<file path="config.mk">
export PLATFORM = sky130hd
export DESIGN_NAME = servo_slew_ramp_pwm_unit
export DESIGN_NICKNAME = d
export VERILOG_FILES = /design/src/svsr_pkg.sv /design/src/svsr_mul.sv /design/src/svsr_div.sv /design/src/servo_slew_ramp_pwm_unit.sv
export SDC_FILE = /design/constraint.sdc
export NUM_CORES = 2
export LEC_CHECK = 0
export ABC_AREA = 1
export BUFFER_PORTS_ARGS = -buffer_cell sky130_fd_sc_hd__buf_2
export CAP_MARGIN = 20
export CORE_MARGIN = 2
export CORE_UTILIZATION = 55
export CTS_BUF_LIST = sky130_fd_sc_hd__clkbuf_4 sky130_fd_sc_hd__clkbuf_8 sky130_fd_sc_hd__clkbuf_16
export DETAILED_ROUTE_END_ITERATION = 16
export MAX_ROUTING_LAYER = met4
export PLACE_DENSITY = 0.82
export SLEW_MARGIN = 15
export SYNTH_ARGS = -nofsm -noshare
export SYNTH_HDL_FRONTEND = slang
export SYNTH_SLANG_ARGS = --single-unit
export TNS_END_PERCENT = 10
</file>
<file path="constraint.sdc">
create_clock -name i_clk -period 13.4 [get_ports i_clk]
set_clock_uncertainty 0.15 [all_clocks]
set_input_delay 2.01 -clock i_clk [delete_from_list [all_inputs] [get_ports i_clk]]
set_output_delay 2.01 -clock i_clk [all_outputs]
set_load 0.05 [all_outputs]
</file>
<file path="src/svsr_pkg.sv">
package svsr_pkg;

    localparam int QUOT_W = 16;

    localparam logic [31:0] EASE_SCALE    = 32'd180000;
    localparam logic [15:0] RAMP_MS_SCALE = 16'd1000;

    localparam logic [1:0] CFG_MIN_PULSE  = 2'd0;
    localparam logic [1:0] CFG_MAX_PULSE  = 2'd1;
    localparam logic [1:0] CFG_PERIOD     = 2'd2;
    localparam logic [1:0] CFG_FULL_SCALE = 2'd3;

    typedef enum logic [1:0] {
        CMD_SET  = 2'd0,
        CMD_MOVE = 2'd1,
        CMD_TICK = 2'd2
    } t_cmd;

    typedef enum logic [3:0] {
        S_IDLE,
        S_DECODE,
        S_T_RT,
        S_T_E,
        S_T_GO,
        S_T_DIV,
        S_D_MIN,
        S_D_MAG,
        S_D_PER,
        S_D_FS,
        S_D_CHK,
        S_D_GO,
        S_D_DIV,
        S_DONE
    } t_state;

    typedef struct packed {
        logic [1:0]  command;
        logic [15:0] angle_in;
        logic [15:0] rate_deg_per_s;
        logic [15:0] elapsed_ms;
        logic        eased;
    } t_in_word;

    typedef struct packed {
        logic [15:0] duty;
        logic        duty_valid;
        logic        rejected;
        logic [15:0] present_angle;
        logic        at_target;
    } t_out_word;

    typedef struct packed {
        logic busy;
        logic done;
    } t_div_stat;

endpackage

</file>
<file path="src/svsr_mul.sv">
module svsr_mul #(
    parameter int A_W = 36,
    parameter int B_W = 16
) (
    input  logic               i_clk,
    input  logic [A_W-1:0]     i_a,
    input  logic [B_W-1:0]     i_b,
    output logic [A_W+B_W-1:0] o_p
);

    logic [A_W+B_W-1:0] r_p;

    always_ff @(posedge i_clk) begin
        r_p <= (A_W+B_W)'(i_a) * (A_W+B_W)'(i_b);
    end

    assign o_p = r_p;

endmodule

</file>
<file path="src/svsr_div.sv">
module svsr_div #(
    parameter int DVD_W = 50,
    parameter int DSR_W = 33
) (
    input  logic                       i_clk,
    input  logic                       i_rst_n,
    input  logic                       i_start,
    input  logic [DVD_W-1:0]           i_dividend,
    input  logic [DSR_W-1:0]           i_divisor,
    output logic [svsr_pkg::QUOT_W-1:0] o_quot,
    output svsr_pkg::t_div_stat        o_stat
);

    localparam int CNT_W = $clog2(svsr_pkg::QUOT_W);
    localparam logic [CNT_W-1:0] LAST = CNT_W'(svsr_pkg::QUOT_W - 1);

    logic                        r_busy;
    logic                        r_done;
    logic [CNT_W-1:0]            r_cnt;
    logic [DVD_W-1:0]            r_rem;
    logic [DVD_W-1:0]            r_ds;
    logic [svsr_pkg::QUOT_W-1:0] r_q;
    logic                        fits;

    assign fits = r_rem >= r_ds;

    always_ff @(posedge i_clk) begin
        if (!i_rst_n) begin
            r_busy <= 1'b0;
            r_done <= 1'b0;
            r_cnt  <= '0;
        end else begin
            r_done <= 1'b0;
            if (i_start) begin
                r_busy <= 1'b1;
                r_cnt  <= '0;
            end else if (r_busy) begin
                r_cnt <= r_cnt + CNT_W'(1);
                if (r_cnt == LAST) begin
                    r_busy <= 1'b0;
                    r_done <= 1'b1;
                end
            end
        end
    end

    always_ff @(posedge i_clk) begin
        if (i_start) begin
            r_rem <= i_dividend;
            r_ds  <= DVD_W'({i_divisor, {(svsr_pkg::QUOT_W - 1){1'b0}}});
            r_q   <= '0;
        end else if (r_busy) begin
            if (fits) begin
                r_rem <= r_rem - r_ds;
            end
            r_q  <= {r_q[svsr_pkg::QUOT_W-2:0], fits};
            r_ds <= r_ds >> 1;
        end
    end

    assign o_quot      = r_q;
    assign o_stat.busy = r_busy;
    assign o_stat.done = r_done;

endmodule

</file>
<file path="src/servo_slew_ramp_pwm_unit.sv">
// Channel  Direction  Payload                 Handshake
// in       input      svsr_pkg::t_in_word     i_in_valid / o_in_stall
// out      output     svsr_pkg::t_out_word    o_out_valid / i_out_stall
// cfg      input      16-bit register data    i_cfg_we, i_cfg_index
//
// One word is worked at a time by a sequencer around one shared multiplier
// and one radix-2 divider that yields 16 quotient bits.
// Set-target and unused commands finish without the multiplier or divider, and a
// ramping tick spends most of its time in the two divider passes.
// Reset is synchronous and active low and restores the register defaults.
// The next input word is taken while a finished result waits on a stalled output.
module servo_slew_ramp_pwm_unit #(
    parameter int ANGLE_FRAC_BITS = 8
) (
    input  logic                i_clk,
    input  logic                i_rst_n,
    input  logic                i_in_valid,
    output logic                o_in_stall,
    input  svsr_pkg::t_in_word  i_in_word,
    output logic                o_out_valid,
    input  logic                i_out_stall,
    output svsr_pkg::t_out_word o_out_word,
    input  logic                i_cfg_we,
    input  logic [1:0]          i_cfg_index,
    input  logic [15:0]         i_cfg_data
);

    localparam int F     = ANGLE_FRAC_BITS;
    localparam int DEN_W = F + 8;
    localparam int NUM_W = DEN_W + 16;
    localparam int A_W   = NUM_W;
    localparam int P_W   = A_W + 16;
    localparam int DVD_W = NUM_W + 18;
    localparam int DSR_W = DEN_W + 17;
    localparam int CMP_W = DEN_W + 16;
    localparam logic [DEN_W-1:0] DEN     = DEN_W'(180 * (1 << F));
    localparam logic [19:0]      ANG_ONE = 20'(1 << F);

    svsr_pkg::t_state    r_state, n_state;
    svsr_pkg::t_in_word  r_in, n_in;
    svsr_pkg::t_out_word r_out, n_out;
    logic                r_out_valid, n_out_valid;

    logic [15:0] r_min, r_max, r_per, r_fs;
    logic [15:0] r_cur, n_cur;
    logic [15:0] r_tgt, n_tgt;
    logic [15:0] r_rate, n_rate;
    logic [15:0] r_gap, n_gap;
    logic        r_up, n_up;
    logic [31:0] r_rt, n_rt;
    logic        r_over, n_over;
    logic [NUM_W-1:0] r_acc, n_acc;
    logic [DEN_W+15:0] r_d, n_d;
    logic [DVD_W-1:0] r_dvd, n_dvd;
    logic [DSR_W-1:0] r_dsr, n_dsr;
    logic [15:0] r_duty, n_duty;
    logic        r_send, n_send;
    logic        r_rej, n_rej;

    logic [A_W-1:0] mul_a;
    logic [15:0]    mul_b;
    logic [P_W-1:0] mul_p;
    logic           div_start;
    logic [svsr_pkg::QUOT_W-1:0] div_quot;
    svsr_pkg::t_div_stat div_stat;

    logic [15:0]    gap_now;
    logic           near_now;
    logic           ang_bad;
    logic [15:0]    mag;
    logic [15:0]    per_eff;
    logic [P_W-1:0] rt_shift;
    logic [NUM_W:0] num_up;

    svsr_mul #(
        .A_W(A_W),
        .B_W(16)
    ) u_mul (
        .i_clk(i_clk),
        .i_a  (mul_a),
        .i_b  (mul_b),
        .o_p  (mul_p)
    );

    svsr_div #(
        .DVD_W(DVD_W),
        .DSR_W(DSR_W)
    ) u_div (
        .i_clk     (i_clk),
        .i_rst_n   (i_rst_n),
        .i_start   (div_start),
        .i_dividend(r_dvd),
        .i_divisor (r_dsr),
        .o_quot    (div_quot),
        .o_stat    (div_stat)
    );

    assign gap_now  = (r_tgt >= r_cur) ? (r_tgt - r_cur) : (r_cur - r_tgt);
    assign near_now = (20'(gap_now) * 20'd10) < ANG_ONE;
    assign ang_bad  = CMP_W'(r_in.angle_in) > CMP_W'(DEN);
    assign mag      = (r_max >= r_min) ? (r_max - r_min) : (r_min - r_max);
    assign per_eff  = (r_per == 16'd0) ? 16'd1 : r_per;
    assign rt_shift = P_W'({r_rt, {F{1'b0}}});
    assign num_up   = {1'b0, r_acc} + (NUM_W+1)'(mul_p[NUM_W-1:0]);

    assign o_in_stall  = r_state != svsr_pkg::S_IDLE;
    assign o_out_valid = r_out_valid;
    assign o_out_word  = r_out;

    always_ff @(posedge i_clk) begin
        if (!i_rst_n) begin
            r_state <= svsr_pkg::S_IDLE;
        end else begin
            r_state <= n_state;
        end
    end

    always_ff @(posedge i_clk) begin
        if (!i_rst_n) begin
            r_min <= 16'd500;
            r_max <= 16'd2500;
            r_per <= 16'd20000;
            r_fs  <= 16'd65535;
        end else if (i_cfg_we) begin
            unique case (i_cfg_index)
                svsr_pkg::CFG_MIN_PULSE:  r_min <= i_cfg_data;
                svsr_pkg::CFG_MAX_PULSE:  r_max <= i_cfg_data;
                svsr_pkg::CFG_PERIOD:     r_per <= i_cfg_data;
                svsr_pkg::CFG_FULL_SCALE: r_fs  <= i_cfg_data;
            endcase
        end
    end

    always_ff @(posedge i_clk) begin
        if (!i_rst_n) begin
            r_out_valid <= 1'b0;
            r_cur       <= '0;
            r_tgt       <= '0;
            r_rate      <= '0;
        end else begin
            r_out_valid <= n_out_valid;
            r_cur       <= n_cur;
            r_tgt       <= n_tgt;
            r_rate      <= n_rate;
        end
    end

    always_ff @(posedge i_clk) begin
        r_in   <= n_in;
        r_out  <= n_out;
        r_gap  <= n_gap;
        r_up   <= n_up;
        r_rt   <= n_rt;
        r_over <= n_over;
        r_acc  <= n_acc;
        r_d    <= n_d;
        r_dvd  <= n_dvd;
        r_dsr  <= n_dsr;
        r_duty <= n_duty;
        r_send <= n_send;
        r_rej  <= n_rej;
    end

    always_comb begin
        n_state     = r_state;
        n_in        = r_in;
        n_out       = r_out;
        n_out_valid = r_out_valid && i_out_stall;
        n_cur       = r_cur;
        n_tgt       = r_tgt;
        n_rate      = r_rate;
        n_gap       = r_gap;
        n_up        = r_up;
        n_rt        = r_rt;
        n_over      = r_over;
        n_acc       = r_acc;
        n_d         = r_d;
        n_dvd       = r_dvd;
        n_dsr       = r_dsr;
        n_duty      = r_duty;
        n_send      = r_send;
        n_rej       = r_rej;
        mul_a       = '0;
        mul_b       = '0;
        div_start   = 1'b0;

        unique case (r_state)
            svsr_pkg::S_IDLE: begin
                if (i_in_valid) begin
                    n_in    = i_in_word;
                    n_state = svsr_pkg::S_DECODE;
                end
            end
            svsr_pkg::S_DECODE: begin
                n_duty  = '0;
                n_send  = 1'b0;
                n_rej   = 1'b0;
                n_gap   = gap_now;
                n_up    = r_tgt > r_cur;
                n_state = svsr_pkg::S_DONE;
                unique case (r_in.command)
                    svsr_pkg::CMD_SET: begin
                        if (ang_bad || r_in.rate_deg_per_s == 16'd0) begin
                            n_rej = 1'b1;
                        end else begin
                            n_tgt  = r_in.angle_in;
                            n_rate = r_in.rate_deg_per_s;
                        end
                    end
                    svsr_pkg::CMD_MOVE: begin
                        if (ang_bad) begin
                            n_rej = 1'b1;
                        end else begin
                            n_cur   = r_in.angle_in;
                            n_send  = 1'b1;
                            n_state = svsr_pkg::S_D_MIN;
                        end
                    end
                    svsr_pkg::CMD_TICK: begin
                        if (r_in.elapsed_ms != 16'd0) begin
                            n_send = 1'b1;
                            if (near_now) begin
                                n_cur   = r_tgt;
                                n_state = svsr_pkg::S_D_MIN;
                            end else begin
                                mul_a   = A_W'(r_rate);
                                mul_b   = r_in.elapsed_ms;
                                n_state = svsr_pkg::S_T_RT;
                            end
                        end
                    end
                    default: begin
                        n_state = svsr_pkg::S_DONE;
                    end
                endcase
            end
            svsr_pkg::S_T_RT: begin
                n_rt = mul_p[31:0];
                if (r_in.eased) begin
                    mul_a = A_W'(mul_p[17:0]);
                    mul_b = r_gap;
                end else begin
                    mul_a = A_W'(r_gap);
                    mul_b = svsr_pkg::RAMP_MS_SCALE;
                end
                n_state = svsr_pkg::S_T_E;
            end
            svsr_pkg::S_T_E: begin
                if (r_in.eased) begin
                    n_over = r_rt > svsr_pkg::EASE_SCALE;
                    n_dvd  = DVD_W'(mul_p);
                    n_dsr  = DSR_W'(svsr_pkg::EASE_SCALE);
                end else begin
                    n_over = rt_shift > mul_p;
                    n_dvd  = DVD_W'(rt_shift);
                    n_dsr  = DSR_W'(svsr_pkg::RAMP_MS_SCALE);
                end
                n_state = svsr_pkg::S_T_GO;
            end
            svsr_pkg::S_T_GO: begin
                if (r_over) begin
                    n_cur   = r_tgt;
                    n_state = svsr_pkg::S_D_MIN;
                end else begin
                    div_start = 1'b1;
                    n_state   = svsr_pkg::S_T_DIV;
                end
            end
            svsr_pkg::S_T_DIV: begin
                if (div_stat.done) begin
                    if (div_quot >= r_gap) begin
                        n_cur = r_tgt;
                    end else if (r_up) begin
                        n_cur = r_cur + div_quot;
                    end else begin
                        n_cur = r_cur - div_quot;
                    end
                    n_state = svsr_pkg::S_D_MIN;
                end
            end
            svsr_pkg::S_D_MIN: begin
                mul_a   = A_W'(DEN);
                mul_b   = r_min;
                n_state = svsr_pkg::S_D_MAG;
            end
            svsr_pkg::S_D_MAG: begin
                n_acc   = mul_p[NUM_W-1:0];
                mul_a   = A_W'(r_cur);
                mul_b   = mag;
                n_state = svsr_pkg::S_D_PER;
            end
            svsr_pkg::S_D_PER: begin
                if (r_max >= r_min) begin
                    n_acc = num_up[NUM_W-1:0];
                end else if (r_acc >= mul_p[NUM_W-1:0]) begin
                    n_acc = r_acc - mul_p[NUM_W-1:0];
                end else begin
                    n_acc = '0;
                end
                mul_a   = A_W'(DEN);
                mul_b   = per_eff;
                n_state = svsr_pkg::S_D_FS;
            end
            svsr_pkg::S_D_FS: begin
                n_d     = mul_p[DEN_W+15:0];
                mul_a   = r_acc;
                mul_b   = r_fs;
                n_state = svsr_pkg::S_D_CHK;
            end
            svsr_pkg::S_D_CHK: begin
                n_dvd   = DVD_W'({mul_p, 1'b0}) + DVD_W'(r_d);
                n_dsr   = {r_d, 1'b0};
                n_state = svsr_pkg::S_D_GO;
            end
            svsr_pkg::S_D_GO: begin
                if (r_dvd >= DVD_W'({r_dsr, 16'b0})) begin
                    n_duty  = 16'hFFFF;
                    n_state = svsr_pkg::S_DONE;
                end else begin
                    div_start = 1'b1;
                    n_state   = svsr_pkg::S_D_DIV;
                end
            end
            svsr_pkg::S_D_DIV: begin
                if (div_stat.done) begin
                    n_duty  = div_quot;
                    n_state = svsr_pkg::S_DONE;
                end
            end
            svsr_pkg::S_DONE: begin
                if (!r_out_valid || !i_out_stall) begin
                    n_out.duty          = r_send ? r_duty : 16'd0;
                    n_out.duty_valid    = r_send;
                    n_out.rejected      = r_rej;
                    n_out.present_angle = r_cur;
                    n_out.at_target     = near_now;
                    n_out_valid         = 1'b1;
                    n_state             = svsr_pkg::S_IDLE;
                end
            end
        endcase
    end

    a_cur_in_range: assert property (@(posedge i_clk) disable iff (!i_rst_n)
        CMP_W'(r_cur) <= CMP_W'(DEN))
        else $error("current angle beyond full travel");

    a_div_start_idle: assert property (@(posedge i_clk) disable iff (!i_rst_n)
        div_start |-> !div_stat.busy)
        else $error("divider started while busy");

    a_div_done_waited: assert property (@(posedge i_clk) disable iff (!i_rst_n)
        div_stat.done |-> (r_state == svsr_pkg::S_T_DIV || r_state == svsr_pkg::S_D_DIV))
        else $error("divider finished with no sequencer waiting");

    a_reject_no_duty: assert property (@(posedge i_clk) disable iff (!i_rst_n)
        r_out_valid |-> !(r_out.rejected && r_out.duty_valid))
        else $error("rejected word carries a duty");

endmodule

</file>
==> metrics.txt <==
Cell Area, Placed=0.0559 mm²; TritonCTS clock tree=built; unrepaired setup endpoints after global routing=no; clk_lat worst skew=0.66 ns; DR vias/cell=5.89; H-Tree Depth=3; cts bufs inserted=68; grt ovf=0; die extent in x=317 µm; prevailing post-synth register cell=edfxtp_1; CTS root buffer=clkbuf_16; setup_tns=0 ns; P&R area growth vs syn=7.85%; startpoint types=register; PwrDens=202 mW/mm²; Synth cell types=62; VDD IR-drop max=0.280 mV; Nets=7693; global placer's final weighted congestion=1.03; f_max=81.8 MHz; WS Path Type=register to register; Synth Instances=6691; vias post-DR=47600; post-route ant nets=0; Clock power frac=16.3%; Seq/Total Area, Yosys=28.8%; Tmin final=12.23 ns; Crit path top cell by count=nand2_1; final wirelength=176000 µm; vias in the first global route=47200; Max-Cap Viols=0; Port Buffers=110; Sw Share=50.7%; clock sinks=585; share of layout cells above drive strength 1=6.00%; WL per Instance=21.7 µm; row cnt=114; antenna violations before repair=7; post-cts resize count=0; Post-CTS Setup Repair Bufs=0; fin crit share=91.2%; Total GRT Usage=36.2%; max-slew violation count=0; # setup viols final=0; Mapped Nets=7642; Sw Pwr=5.97 mW; Worst path slowest cell=nand2_1; synthesized area per cell=8.07 µm²; initial DRC count=5460; final hold viol count=0; initial core utilization=55.7%; Internal Power=5.82 mW; clk slew on worst S/H paths=0.06 ns; Slew HR=9.61%; core area=0.0970 mm²; status=complete, no violations; Worst path top cell family by delay=adder cells; CP endpoint kind=register; Cell Area, Synth=0.0540 mm²; die area=0.101 mm²; CP bufs+invs=11; Syn. warnings=0; Comb pwr share=60.3%; TritonRoute pass-1 iters=6; WP data required=13.77 ns; sequential share of power=23.4%; Data arrival, critical path=12.60 ns; drt drc=0; synthesis-stage register bit count=585; crit-path max FO=18; number of flops mapped to enable cells by yosys=383; Top Ports=111; DPL Wire Length=140000 µm; Clock Tree Buf Depth=3; first-pass GRT wire length=270000 µm; Worst Max-Slew Pin Slew=1.36 ns; worst hold path class=register to register; CTS Hold Bufs=0; pin count of the biggest net entering global routing=101; fin area=0.0583 mm²; slowest stage delay, CP=0.65 ns; fraction of registers with async set/reset=0%; P_leak=27.2 nW; Die Height=317 µm
[cell usage in the layout (no fill, tap or decap), types with 13 or more instances in the layout]
master / synthesis / layout
or2_2: 22 / 22
a31oi_1: 67 / 67
nor4_1: 48 / 48
nor3_1: 53 / 52
nand2_2: 15 / 20
edfxtp_1: 383 / 383
o211ai_1: 51 / 51
o21bai_1: 15 / 15
o221ai_1: 31 / 31
a221oi_1: 15 / 14
dfxtp_1: 202 / 202
a22oi_1: 35 / 35
o21ai_2: 15 / 16
a21oi_1: 622 / 622
o21a_1: 27 / 27
nand2_1: 1292 / 1286
ha_1: 450 / 450
buf_4: 13 / 84
a21o_1: 13 / 13
o21ai_0: 427 / 427
a21boi_0: 15 / 15
xor2_1: 115 / 115
nand3b_1: 18 / 18
clkinv_1: 14 / 24
fa_1: 427 / 427
inv_1: 1278 / 1278
nor2_1: 397 / 390
xnor2_1: 69 / 69
a211oi_1: 25 / 23
clkbuf_16: 0 / 70
nand4_1: 34 / 34
o22ai_1: 80 / 78
buf_2: 52 / 110
nand3_1: 155 / 154
[power by group through the flow]
| stage | combinational, mW | clock, mW | sequential, mW |
|---|---|---|---|
| floorplan | 4.98 | 0 | 2.63 |
| global placement | 6.87 | 0 | 2.77 |
| detailed placement | 6.89 | 0 | 2.77 |
| CTS | 6.93 | 1.95 | 2.74 |
| global route | 7.84 | 2.01 | 2.78 |
| finish | 7.11 | 1.93 | 2.76 |
[per-layer routing]
layer  vias to the layer above  wire (µm)  track usage, %
met5                         -          0               -
met3                       408      17900            7.92
met1                     22800      71000            46.4
met4                         0       8080            14.7
met2                      2380      78800            55.6
li1                      22000          -               -
[final timing paths]
kind	depth (start not counted)	slack, ns	startpoint	to
min	0	0.29	r_rej	o_out_word[17]
max	56	1.17	r_cur[1]	u_mul.o_p[45]
min reg2reg	0	0.29	r_rej	o_out_word[17]
max reg2reg	56	1.17	r_cur[1]	u_mul.o_p[45]
[worst reg2reg max path: cells and delay by family (launching register included)]
family / cells / cell delay, ns
flops: 1 / 0.54
xor+xnor: 2 / 0.42
simple gates: 20 / 2.68
buf+inv: 11 / 1.20
compound gates: 13 / 2.45
fa+ha+maj: 10 / 4.67
[through the flow]
stage | power [mW] | setup slack (ns) | cells | hold slack [ns] | util (%)
floorplan | 7.62 | 3.18 | 6691 | 0.250 | -
global route | 12.6 | 0.332 | 8078 | 0.291 | 60.1
detailed placement | 9.66 | 1.37 | 7947 | 0.286 | 57.6
CTS | 11.6 | 1.32 | 8072 | 0.281 | 60.0
global placement | 9.63 | 1.45 | 7942 | 0.285 | 57.6
finish | 11.8 | 1.17 | 8079 | 0.292 | 60.1
[cell type report]
type,count,area (µm²)
fill,8611,38700
multi-input combinational,4593,32700
sequential,585,15500
inverter,1299,4880
clock buffer,85,1900
tap,1276,1600
timing repair buffer,195,1200
clock inverter,40,395
antenna,6,15.0
[kinds of logic (layout without fill, tap and decap cells)]
kind of cell	after synthesis	after routing	synth area share (%)
buf+inv	1513	1619	10.9
flops	585	585	28.8
simple gates	2054	2054	15.6
xor+xnor	184	184	2.98
other cells	0	6	0
mux	5	5	0.0927
compound gates	1473	1473	15.4
fa+ha+maj	877	877	26.2
[cell usage after synthesis (25+ instances only)]
cell      count  area [µm²]
a21oi_1     622        3110
fa_1        427        8550
nor2_1      397        1490
o21ai_0     427        2140
o22ai_1      80         500
buf_2        52         260
o211ai_1     51         383
a31oi_1      67         419
dfxtp_1     202        4040
xor2_1      115        1010
nor3_1       53         265
ha_1        450        5630
nand4_1      34         213
xnor2_1      69         604
o21a_1       27         203
inv_1      1278        4800
nor4_1       48         300
edfxtp_1    383       11500
nand3_1     155         776
a22oi_1      35         263
a211oi_1     25         188
clkbuf_1    138         518
nand2_1    1292        4850
o221ai_1     31         272
[flip-flops by register name, indices dropped and copies added, names as in the netlist, 32 cells and up]
name         cells
r_in            51
o_out_word      35
r_dvd           50
r_rt            32
r_acc           32
r_d             32
u_div.r_rem     50
u_div.r_ds      48
u_mul.o_p       48
r_dsr           32
No activity file was read; power rests on OpenSTA's default activity.
